**src/relr_pkg.sv**
```systemverilog
`timescale 1ns / 1ps
// Shared types and constants for the RELR relocation decoder.
// No dependencies; every other file refers to this package by scoped names.
package relr_pkg;

	// Fixed widths of the channel payloads
	localparam int unsigned WORD_W = 64;

	// Defaults for the top-level parameters
	localparam int unsigned XLEN_DEFAULT       = 64;
	localparam int unsigned FIFO_DEPTH_DEFAULT = 2;

	// Kind of a queued entry, taken from bit 0 of the RELR word
	typedef enum logic {
		ENT_ADDR   = 1'b0,
		ENT_BITMAP = 1'b1
	} entry_kind_t;

	// One classified entry between front and back
	typedef struct packed {
		entry_kind_t       kind;
		logic [WORD_W-1:0] value;  // relocated address, or bitmap bits shifted down
		logic              last;   // end of table
	} q_entry_t;

	// Queue status seen by both sides
	typedef struct packed {
		logic full;
		logic empty;
	} q_stat_t;

	// Back-end sequencer states
	typedef enum logic {
		BK_IDLE = 1'b0,
		BK_SCAN = 1'b1
	} back_state_t;

endpackage

```
**src/relr_in_if.sv**
```systemverilog
`timescale 1ns / 1ps
// Input channel: one RELR table entry per request.
// Uses relr_pkg for the payload width.
interface relr_in_if;
	logic                       valid;
	logic                       ready;
	logic [relr_pkg::WORD_W-1:0] relr_word;
	logic                       end_of_table;

	modport source (output valid, relr_word, end_of_table, input ready);
	modport sink (input valid, relr_word, end_of_table, output ready);
endinterface

```
**src/relr_out_if.sv**
```systemverilog
`timescale 1ns / 1ps
// Output channel: one address to patch per request.
// Uses relr_pkg for the payload width.
interface relr_out_if;
	logic                       valid;
	logic                       ready;
	logic [relr_pkg::WORD_W-1:0] patch_address;
	logic                       last_of_run;

	modport source (output valid, patch_address, last_of_run, input ready);
	modport sink (input valid, patch_address, last_of_run, output ready);
endinterface

```
**src/relr_cfg_if.sv**
```systemverilog
`timescale 1ns / 1ps
// Configuration write channel carrying the load offset.
// Uses relr_pkg for the payload width.
interface relr_cfg_if;
	logic                       valid;
	logic                       ready;
	logic [relr_pkg::WORD_W-1:0] load_offset;

	modport source (output valid, load_offset, input ready);
	modport sink (input valid, load_offset, output ready);
endinterface

```
**src/relr_front.sv**
```systemverilog
`timescale 1ns / 1ps
// Front end: holds the load offset, accepts RELR words and classifies them.
// Depends on relr_pkg and the relr_in_if / relr_cfg_if interfaces.
module relr_front #(
	parameter int unsigned XLEN = relr_pkg::XLEN_DEFAULT
) (
	input  logic                clk,
	input  logic                arst_n,
	relr_in_if.sink             relr_in,
	relr_cfg_if.sink            cfg,
	input  relr_pkg::q_stat_t   q_stat,
	output logic                push,
	output relr_pkg::q_entry_t  push_data
);

	localparam logic [relr_pkg::WORD_W-1:0] WORD_MASK =
		{relr_pkg::WORD_W{1'b1}} >> (relr_pkg::WORD_W - XLEN);

	logic [relr_pkg::WORD_W-1:0] load_offset_q;
	logic [relr_pkg::WORD_W-1:0] word;

	// Offset register, written whenever a config request arrives
	assign cfg.ready = 1'b1;

	always_ff @(posedge clk or negedge arst_n) begin
		if (!arst_n) begin
			load_offset_q <= '0;
		end else if (cfg.valid) begin
			load_offset_q <= cfg.load_offset;
		end
	end

	// Accept while the queue has room
	assign relr_in.ready = !q_stat.full;
	assign push          = relr_in.valid && relr_in.ready;
	assign word          = relr_in.relr_word & WORD_MASK;

	// Classify: address entries are relocated here, bitmaps drop their tag bit
	always_comb begin
		push_data.last = relr_in.end_of_table;
		if (word[0]) begin
			push_data.kind  = relr_pkg::ENT_BITMAP;
			push_data.value = relr_pkg::WORD_W'(word[XLEN-1:1]);
		end else begin
			push_data.kind  = relr_pkg::ENT_ADDR;
			push_data.value = (word + load_offset_q) & WORD_MASK;
		end
	end

endmodule

```
**src/relr_fifo.sv**
```systemverilog
`timescale 1ns / 1ps
// Short queue of classified entries between front and back end.
// Depends on relr_pkg for the entry and status types.
module relr_fifo #(
	parameter int unsigned DEPTH = relr_pkg::FIFO_DEPTH_DEFAULT
) (
	input  logic                clk,
	input  logic                arst_n,
	input  logic                push,
	input  relr_pkg::q_entry_t  push_data,
	input  logic                pop,
	output relr_pkg::q_entry_t  pop_data,
	output relr_pkg::q_stat_t   q_stat
);

	localparam int unsigned PW = (DEPTH > 1) ? $clog2(DEPTH) : 1;
	localparam int unsigned CW = $clog2(DEPTH + 1);

	relr_pkg::q_entry_t mem_q [DEPTH];
	logic [PW-1:0]      wr_ptr_q;
	logic [PW-1:0]      rd_ptr_q;
	logic [CW-1:0]      count_q;

	function automatic logic [PW-1:0] ptr_inc(input logic [PW-1:0] p);
		ptr_inc = (p == PW'(DEPTH - 1)) ? '0 : p + 1'b1;
	endfunction

	assign q_stat.full  = (count_q == CW'(DEPTH));
	assign q_stat.empty = (count_q == '0);
	assign pop_data     = mem_q[rd_ptr_q];

	// Entry storage
	always_ff @(posedge clk) begin
		if (push) begin
			mem_q[wr_ptr_q] <= push_data;
		end
	end

	// Pointers and fill count
	always_ff @(posedge clk or negedge arst_n) begin
		if (!arst_n) begin
			wr_ptr_q <= '0;
			rd_ptr_q <= '0;
			count_q  <= '0;
		end else begin
			if (push) begin
				wr_ptr_q <= ptr_inc(wr_ptr_q);
			end
			if (pop) begin
				rd_ptr_q <= ptr_inc(rd_ptr_q);
			end
			if (push && !pop) begin
				count_q <= count_q + 1'b1;
			end else if (pop && !push) begin
				count_q <= count_q - 1'b1;
			end
		end
	end

endmodule

```
**src/relr_back.sv**
```systemverilog
`timescale 1ns / 1ps
// Back end: tracks the next place, drives the output register and expands
// bitmaps one bit per cycle while it is free. Uses relr_pkg, relr_out_if.
module relr_back #(
	parameter int unsigned XLEN = relr_pkg::XLEN_DEFAULT
) (
	input  logic                clk,
	input  logic                arst_n,
	input  relr_pkg::q_stat_t   q_stat,
	input  relr_pkg::q_entry_t  pop_data,
	output logic                pop,
	relr_out_if.source          patch_out
);

	localparam int unsigned W = relr_pkg::WORD_W;
	localparam logic [W-1:0] WORD_MASK  = {W{1'b1}} >> (W - XLEN);
	localparam logic [W-1:0] WORD_BYTES = W'(XLEN / 8);
	localparam logic [W-1:0] RUN_BYTES  = W'((XLEN - 1) * (XLEN / 8));

	relr_pkg::back_state_t state_q, state_d;

	logic [W-1:0]      next_place_q;
	logic [W-1:0]      cur_q;
	logic [XLEN-2:0]   rem_q;
	logic              run_last_q;

	logic              out_valid_q;
	logic [W-1:0]      out_addr_q;
	logic              out_last_q;

	logic              out_free;
	logic              emit;
	logic [W-1:0]      emit_addr;
	logic              emit_last;
	logic              shift;
	logic              run_done;

	assign out_free = !out_valid_q || patch_out.ready;
	assign run_done = (rem_q == '0);

	// Next state
	always_comb begin
		state_d = state_q;
		case (state_q)
			relr_pkg::BK_IDLE: begin
				if (!q_stat.empty && pop_data.kind == relr_pkg::ENT_BITMAP) begin
					state_d = relr_pkg::BK_SCAN;
				end
			end
			relr_pkg::BK_SCAN: begin
				if (run_done) begin
					state_d = relr_pkg::BK_IDLE;
				end
			end
			default: state_d = relr_pkg::BK_IDLE;
		endcase
	end

	// Sequencer outputs
	always_comb begin
		pop       = 1'b0;
		emit      = 1'b0;
		emit_addr = cur_q;
		emit_last = 1'b0;
		shift     = 1'b0;
		case (state_q)
			relr_pkg::BK_IDLE: begin
				if (!q_stat.empty) begin
					if (pop_data.kind == relr_pkg::ENT_ADDR) begin
						pop       = out_free;
						emit      = out_free;
						emit_addr = pop_data.value;
						emit_last = 1'b1;
					end else begin
						pop = 1'b1;
					end
				end
			end
			relr_pkg::BK_SCAN: begin
				if (!run_done) begin
					if (rem_q[0]) begin
						emit      = out_free;
						shift     = out_free;
						emit_last = ((rem_q >> 1) == '0);
					end else begin
						shift = 1'b1;
					end
				end
			end
			default: begin
				pop = 1'b0;
			end
		endcase
	end

	// State register
	always_ff @(posedge clk or negedge arst_n) begin
		if (!arst_n) begin
			state_q <= relr_pkg::BK_IDLE;
		end else begin
			state_q <= state_d;
		end
	end

	// Next place tracking
	always_ff @(posedge clk or negedge arst_n) begin
		if (!arst_n) begin
			next_place_q <= '0;
		end else if (state_q == relr_pkg::BK_IDLE) begin
			if (pop && pop_data.kind == relr_pkg::ENT_ADDR) begin
				next_place_q <= pop_data.last ? '0 : (pop_data.value + WORD_BYTES) & WORD_MASK;
			end
		end else if (run_done) begin
			next_place_q <= run_last_q ? '0 : (next_place_q + RUN_BYTES) & WORD_MASK;
		end
	end

	// Bitmap scan registers
	always_ff @(posedge clk) begin
		if (state_q == relr_pkg::BK_IDLE) begin
			if (pop && pop_data.kind == relr_pkg::ENT_BITMAP) begin
				rem_q      <= pop_data.value[XLEN-2:0];
				cur_q      <= next_place_q;
				run_last_q <= pop_data.last;
			end
		end else if (shift) begin
			rem_q <= rem_q >> 1;
			cur_q <= (cur_q + WORD_BYTES) & WORD_MASK;
		end
	end

	// Output register
	always_ff @(posedge clk or negedge arst_n) begin
		if (!arst_n) begin
			out_valid_q <= 1'b0;
		end else if (emit) begin
			out_valid_q <= 1'b1;
		end else if (patch_out.ready) begin
			out_valid_q <= 1'b0;
		end
	end

	always_ff @(posedge clk) begin
		if (emit) begin
			out_addr_q <= emit_addr;
			out_last_q <= emit_last;
		end
	end

	assign patch_out.valid         = out_valid_q;
	assign patch_out.patch_address = out_addr_q;
	assign patch_out.last_of_run   = out_last_q;

endmodule

```
**src/relr_relocation_decoder.sv**
```systemverilog
`timescale 1ns / 1ps
// Top level of the RELR relocation decoder: front end, entry queue, back end.
// Depends on relr_pkg, the three channel interfaces, relr_front, relr_fifo, relr_back.

// Turns a stream of RELR table words into the byte addresses that need the
// load offset added. The front end takes one word per cycle into a short queue
// while there is room; the back end drains it. An address entry yields one
// address. A bitmap entry is walked one bit per cycle by the back-end scan
// loop, which stalls only while the output register holds a request the
// receiver has not taken. The end-of-table flag clears the running place
// after its entry. Write load_offset only while idle.
module relr_relocation_decoder #(
	parameter int unsigned XLEN       = relr_pkg::XLEN_DEFAULT,
	parameter int unsigned FIFO_DEPTH = relr_pkg::FIFO_DEPTH_DEFAULT
) (
	input  logic       clk,
	input  logic       arst_n,
	relr_in_if.sink    relr_in,
	relr_cfg_if.sink   cfg,
	relr_out_if.source patch_out
);

	relr_pkg::q_stat_t  q_stat;
	relr_pkg::q_entry_t push_data;
	relr_pkg::q_entry_t pop_data;
	logic               push;
	logic               pop;

	// Accept and classify
	relr_front #(
		.XLEN (XLEN)
	) u_front (
		.clk       (clk),
		.arst_n    (arst_n),
		.relr_in   (relr_in),
		.cfg       (cfg),
		.q_stat    (q_stat),
		.push      (push),
		.push_data (push_data)
	);

	// Decoupling queue
	relr_fifo #(
		.DEPTH (FIFO_DEPTH)
	) u_fifo (
		.clk       (clk),
		.arst_n    (arst_n),
		.push      (push),
		.push_data (push_data),
		.pop       (pop),
		.pop_data  (pop_data),
		.q_stat    (q_stat)
	);

	// Expand and emit
	relr_back #(
		.XLEN (XLEN)
	) u_back (
		.clk       (clk),
		.arst_n    (arst_n),
		.q_stat    (q_stat),
		.pop_data  (pop_data),
		.pop       (pop),
		.patch_out (patch_out)
	);

endmodule

```
**src/flat_wrapper.sv**
```systemverilog
// flat-port wrapper written by rule: the top's interface ports become plain ports
module relr_relocation_decoder_flat 
#(
	parameter int unsigned XLEN       = relr_pkg::XLEN_DEFAULT,
	parameter int unsigned FIFO_DEPTH = relr_pkg::FIFO_DEPTH_DEFAULT
)
  (clk, arst_n, relr_in_valid, relr_in_relr_word, relr_in_end_of_table, relr_in_ready, cfg_valid, cfg_load_offset, cfg_ready, patch_out_valid, patch_out_patch_address, patch_out_last_of_run, patch_out_ready);
  relr_in_if relr_in_i ();
  relr_cfg_if cfg_i ();
  relr_out_if patch_out_i ();
  input  logic clk;
  input  logic arst_n;
  input wire logic [$bits(relr_in_i.valid)-1:0] relr_in_valid;
  input wire logic [$bits(relr_in_i.relr_word)-1:0] relr_in_relr_word;
  input wire logic [$bits(relr_in_i.end_of_table)-1:0] relr_in_end_of_table;
  output wire logic [$bits(relr_in_i.ready)-1:0] relr_in_ready;
  input wire logic [$bits(cfg_i.valid)-1:0] cfg_valid;
  input wire logic [$bits(cfg_i.load_offset)-1:0] cfg_load_offset;
  output wire logic [$bits(cfg_i.ready)-1:0] cfg_ready;
  output wire logic [$bits(patch_out_i.valid)-1:0] patch_out_valid;
  output wire logic [$bits(patch_out_i.patch_address)-1:0] patch_out_patch_address;
  output wire logic [$bits(patch_out_i.last_of_run)-1:0] patch_out_last_of_run;
  input wire logic [$bits(patch_out_i.ready)-1:0] patch_out_ready;
  assign relr_in_i.valid = relr_in_valid;
  assign relr_in_i.relr_word = relr_in_relr_word;
  assign relr_in_i.end_of_table = relr_in_end_of_table;
  assign relr_in_ready = relr_in_i.ready;
  assign cfg_i.valid = cfg_valid;
  assign cfg_i.load_offset = cfg_load_offset;
  assign cfg_ready = cfg_i.ready;
  assign patch_out_valid = patch_out_i.valid;
  assign patch_out_patch_address = patch_out_i.patch_address;
  assign patch_out_last_of_run = patch_out_i.last_of_run;
  assign patch_out_i.ready = patch_out_ready;
  relr_relocation_decoder #(.XLEN(XLEN), .FIFO_DEPTH(FIFO_DEPTH)) u_core (.clk(clk), .arst_n(arst_n), .relr_in(relr_in_i), .cfg(cfg_i), .patch_out(patch_out_i));
endmodule
```
**config.mk**
```make
export PLATFORM = sky130hd
export DESIGN_NAME = relr_relocation_decoder_flat
export DESIGN_NICKNAME = d
export VERILOG_FILES = /design/src/relr_pkg.sv /design/src/relr_in_if.sv /design/src/relr_out_if.sv /design/src/relr_cfg_if.sv /design/src/relr_front.sv /design/src/relr_fifo.sv /design/src/relr_back.sv /design/src/relr_relocation_decoder.sv /design/src/flat_wrapper.sv
export SDC_FILE = /design/constraint.sdc
export NUM_CORES = 1
export LEC_CHECK = 0
export ABC_AREA = 1
export BUFFER_PORTS_ARGS = -buffer_cell sky130_fd_sc_hd__buf_2
export CAP_MARGIN = 0
export CORE_UTILIZATION = 40
export DETAILED_ROUTE_END_ITERATION = 8
export SETUP_SLACK_MARGIN = 0.02
export SLEW_MARGIN = 20
export SYNTH_ARGS = -nofsm -noshare
export SYNTH_HDL_FRONTEND = slang
export SYNTH_SLANG_ARGS = --single-unit
```
**constraint.sdc**
```tcl
create_clock -name clk -period 17.95 [get_ports clk]
set_input_delay 2.6925 -clock clk [delete_from_list [all_inputs] [get_ports clk]]
set_output_delay 2.6925 -clock clk [all_outputs]
set_load 0.01 [all_outputs]
```
# Word-level counts from Yosys, hierarchy flattened
# Memories as Yosys holds them, arrays and structs flattened.
# Index checks and enable logic that the tools add are counted.
[op_classes]
add_sub_neg = 8
mul = 0
div_mod_pow = 0
order_cmp = 0
n_eq_ne = 3
n_shift = 0
mux = 42
bitwise_logic = 2
reduce_logical = 22
[ops]
columns = ["op", "count"]
rows = [
  ["$mux 64", 11],
  ["$mux 63", 3],
  ["$add 64x4->64 const B", 2],
  ["$logic_not 63->1", 2],
  ["$mux 65", 1],
  ["$add 64x64->64", 1],
  ["$add 64x9->64 const B", 1],
  ["$mux 1", 22],
  ["$reduce_bool 2->1", 4],
  ["$logic_and 1x1->1", 6],
  ["$pmux 1 s2", 3],
  ["$reduce_and 2->1", 3],
  ["$logic_not 1->1", 5],
  ["$mux 2", 2],
  ["$ne 2x1->1 const B", 2],
  ["$add 1x1->1 const B", 2],
  ["$add 2x1->2 const B", 1],
  ["$eq 2x2->1 const B", 1],
  ["$logic_not 2->1", 1],
  ["$not 1->1", 2],
  ["$sub 2x1->2 const B", 1],
  ["$logic_or 1x1->1", 1],
]
[totals]
ff_bits = 327
latchBits = 0
ramBits = 132
rom_bits = 0
inputBits = 134
output_inout_bits = 68
wordCells = 90
mem_count = 1
[mem_list]
columns = ["memory", "depth", "word_bits", "read_ports", "rd_ports_with_merged_regs", "wr", "line_no", "text"]
rows = [
  ["u_core.u_fifo.mem_q", 2, 66, 1, 0, 1, "relr_fifo.sv:19", "relr_pkg::q_entry_t mem_q [DEPTH];"],
]

# Logic depth before layout (Yosys ltp)
[depth]
word_depth = 8
ltp_mapped = 16
ltp_nobuf = 16

# Hierarchy
# From an unflattened synthesis, not the netlist that was laid out.
[unflattened]
cells_unflattened = 4338
area_unflattened_um2 = 31794.2
[modules_own_cells]
columns = ["module", "n_inst", "cells_each", "area_each_um2", "seq_area_each_um2"]
rows = [
  ["relr_back", 1, 2548, 17656.9, 7447.1],
  ["relr_front", 1, 1560, 9054.9, 1601.5],
  ["relr_fifo", 1, 230, 5082.4, 4063.9],
]

# Least setup slack after synthesis
# Ideal clock, no wire load.
[synth_timing]
kind = "in2reg"
from = "in patch_out_ready"
to = "reg u_core.u_back.cur_q[10] (enable)"
setup_time_ns = 0.779
t_arrival_ns = 11.515
t_required_ns = 17.171
setup_slack_ns = 5.656
path_stages = 4
n_path_buf = 0
cell_sequence = "nor2_1 > inv_1 > nor2_1 > o21ai_0"
[synth_between]
elab_chain_cells = 7
word_cells_on_any_way = 11
classes_between = "1 x eq/ne; 6 x mux; 4 x reduce/logical"
[synth_lines]
columns = ["item", "line_no", "text"]
rows = [
  ["start, declared", "flat_wrapper.sv:23", "input wire logic [$bits(patch_out_i.ready)-1:0] patch_out_ready;"],
  ["$logic_or 1x1->1 (*)", "relr_back.sv:38", "assign out_free = !out_valid_q || patch_out.ready;"],
  ["$mux 1", "relr_back.sv:69", "if (pop_data.kind == relr_pkg::ENT_ADDR) begin"],
  ["$mux 1", "relr_back.sv:68", "if (!q_stat.empty) begin"],
  ["$mux 1", "relr_back.sv:66", "case (state_q)"],
  ["$logic_and 1x1->1", "relr_back.sv:121", "if (pop && pop_data.kind == relr_pkg::ENT_BITMAP) begin"],
  ["$reduce_bool 2->1 (no line)", "n/a", ""],
  ["$reduce_and 2->1 (no line) (*)", "n/a", ""],
  ["end signal, assigned", "relr_back.sv:123", "cur_q <= next_place_q;"],
  ["end signal, assigned", "relr_back.sv:128", "cur_q <= (cur_q + WORD_BYTES) & WORD_MASK;"],
  ["end, declared", "relr_back.sv:23", "logic [W-1:0] cur_q;"],
]
# Mark *: on every way between the ends. The rest lies on a longest branch, timed or not.
# A chain may end at the register's enable or synchronous reset.

==> run metrics <==
result of the run finished clean; full die area 78,700 um^2; core footprint 76,300 um^2; number of rows created at floorplan 101; top fanout value on the critical path 36; TritonCTS buffer count 55; Hold Path End u_core.u_fifo.count_q[1]; pins over their slew limit 0; CTS tree built; Hold Violations, Final 0; PwrDens 157 nW/um^2; maximum number of pins on one net before global-route repair 95; Leak Pwr 15.2 nW; Detail Route Antenna Nets 0; fmax 203 MHz; final critical-path required period 4940 ps; initial core utilization 40.6%; placer congestion estimate 0.972; fraction of registers with async set/reset 29.2%; Final Net Count 4,700; setup violators final 0; via/cell ratio 5.24; flop and latch count out of synthesis 459; ant diodes 0; gr usage total 28.6%; root buf cell clkbuf_16; Fill cells 8,032; count of max-cap constraint violations 0; Post-Syn Area per Cell 7.17 um^2; RSZ-0062 raised after global routing no; worst reg2reg path endpoint u_core.u_back.next_place_q[48]; worst setup path category input pin to register; global-route wire length before repair 169,000 um; register-to-register setup slack 14,260 ps; Net Count, Synth 4,528; data arrival time of the critical path 5300 ps; number of buffers inserted by hold repair at cts 0; worst-case reg-to-reg path depth 10; count of buffers added by post-CTS timing repair for setup 0; vertical extent of the die 280 um; sequential fraction of the synthesis area 42.3%; total clock sinks 459; largest buffer count on any clock path 3; post-synthesis cell type count 50; max_slew headroom 32.4%; clock-pin slew reported for the worst setup and hold paths after clock tree synthesis 60 ps; Die Width 280 um; IO buf count 200; kind of path behind the tightest hold check register to register; Worst Skew 23.4 ps; count of TritonRoute iterations in the first routing pass 6; summed negative setup slack over all endpoints 0 ps; post-CTS sizing 0; type of destination of the critical path register; Post-synth top flop edfxtp_1; type of element launching the critical path input pin; wire per inst 20.3 um; total I/O pin count 202; number of flops mapped to enable cells by yosys 325; number of antenna violations at the first check in global routing 1; required time of the critical path 18,310 ps; vias in the first global route 27,900; number of vias in the routed layout 29,200; Starting DRT DRC Count 2,589; layout-stage area growth over the synthesis result 12.3%; Peak supply drop 0.121 mV; Tcrit/Tclk final 27.5%; remaining design rule violation count 0; hold-critical path depth 1; start point of the worst hold path u_core.u_fifo.count_q[1]; final cell utilization of the core 45.6%; actual transition at the worst max-transition pin 1010 ps; GRT overflow 0; source of the worst register-to-register timing path u_core.u_fifo.rd_ptr_q; ratio of cells with drive above 1 in the final layout 9.88%; count of mapped cells out of synthesis 4,327; CTS H-Tree Depth 2; Warnings, synthesis 0; detailed placer's ending HPWL 89,700 um; cell area after technology mapping 31,000 um^2; Skew-Pair Late Insertion Delay 640 ps; detailed-route wire length 113,000 um
power by group:
| part | internal [mW] | switching (mW) | leakage [nW] |
|---|---|---|---|
| Combinational | 0.623 | 1.67 | 9.56 |
| Sequential | 1.73 | 0.332 | 4.79 |
| Clock | 0.652 | 0.473 | 0.877 |
flip-flops by register name, indices dropped and copies added (netlist names):
register,flops
u_core.u_back.cur_q,64
u_core.u_back.next_place_q,64
u_core.u_back.patch_out.last_of_run,1
u_core.u_back.patch_out.patch_address,64
u_core.u_back.patch_out.valid,1
u_core.u_back.rem_q,63
u_core.u_back.run_last_q,1
u_core.u_back.state_q,1
u_core.u_fifo.count_q,2
u_core.u_fifo.mem_q,132
u_core.u_fifo.rd_ptr_q,1
u_core.u_fifo.wr_ptr_q,1
u_core.u_front.load_offset_q,64
logic make-up after synthesis:
group,after synthesis,share of synthesized area [%]
other,1,0.0121
DFF,459,42.3
adders and majority gates,67,2.73
muxes,64,2.32
buffers and inverters,639,8.10
xor gates and xnor gates,74,2.09
and+or+nand+nor,2423,32.3
AOI/OAI and AO/OA,600,10.2
routing by layer:
metal | global-route usage [%] | wire length (um) | vias up
met1 | 37.3 | 48500 | 13600
met4 | 13.9 | 5870 | 0
met5 | 0 | 0 | -
met3 | 2.94 | 5890 | 230
li1 | - | - | 14500
met2 | 47.4 | 52900 | 973
worst max-delay path: stages:
cell and delay (ps):
buf_2 490, nand2_1 150, inv_1 120, fa_1 210
nand2_1 70, o21ai_0 430, nand2_1 100, nand2_1 170
nand2_1 70, nand2_1 120, nand2_1 60, nand2_1 200
nand2_1 100, nand2_1 80, nand2_1 50, nand3_1 70
nand2_1 90
cells in the mapped netlist (all sizes together), types with 3 or more instances:
master	count	area, um^2
a21boi	3	22.5
a21o	4	30.0
a21oi	191	956
a22oi	7	52.6
a31oi	21	131
and2	11	68.8
buf	38	255
clkbuf	68	255
clkinv	4	15.0
dfrtp	134	3350
edfxtp	325	9760
ha	66	826
inv	529	1990
mux2	63	709
nand2	1388	5280
nand3	271	1370
nand3b	8	60.1
nand4	63	394
nor2	592	2340
nor3	60	325
nor4	21	131
o211ai	5	37.5
o21ai	341	1720
o21bai	17	128
o22ai	9	56.3
or2	7	43.8
xnor2	47	412
xor2	27	236
cell type report:
class                           instances  area, um^2  area share (%)
Timing Repair Buffer                  221        1160            3.35
Sequential cell                       459       13100            37.7
Multi-Input combinational cell       3229       15400            44.3
Inverter                              533        2000            5.75
Clock buffer                           63        1410            4.04
Tap cell                             1030        1290            3.70
Clock inverter                         41         409            1.17
how the worst max path moves through the flow:
| stage | slack (ps) | startpoint | to | depth (start not counted) |
|---|---|---|---|---|
| after floorplan | 5660 | patch_out_ready | u_core.u_back.cur_q[10] | 4 |
| after global placement | 12450 | relr_in_relr_word[0] | u_core.u_fifo.mem_q[0][47] | 17 |
| after detailed placement | 12410 | relr_in_relr_word[0] | u_core.u_fifo.mem_q[0][47] | 17 |
| after CTS | 13080 | relr_in_relr_word[0] | u_core.u_fifo.mem_q[1][45] | 17 |
| after global routing | 12700 | relr_in_relr_word[0] | u_core.u_fifo.mem_q[1][45] | 17 |
| final | 13010 | relr_in_relr_word[0] | u_core.u_fifo.mem_q[1][45] | 17 |
metrics by stage:
stage | instances | setup WS [ps] | area, um^2 | hold WS [ps] | total power, mW
4_1_cts | 5576 | 13080 | 34800 | 508 | 5.48
3_5_place_dp | 5472 | 12410 | 33000 | 499 | 4.34
6_report | 5576 | 13010 | 34800 | 508 | 5.48
2_1_floorplan | 4327 | 5660 | 31000 | 468 | 3.55
3_3_place_gp | 5472 | 12450 | 33000 | 483 | 4.32
5_1_grt | 5576 | 12700 | 34800 | 526 | 5.85
placed cells by master (no fill, tap or decap), types with 63 or more instances in the layout:
master | Yosys | final
a21oi_1 | 191 | 191
buf_2 | 14 | 199
dfrtp_1 | 134 | 132
edfxtp_1 | 325 | 325
ha_1 | 66 | 66
inv_1 | 523 | 522
mux2_2 | 63 | 63
nand2_1 | 1365 | 1364
nand3_1 | 269 | 269
nand4_1 | 63 | 63
nor2_1 | 564 | 561
o21ai_0 | 302 | 301
Power figures use the tool's default switching activity.
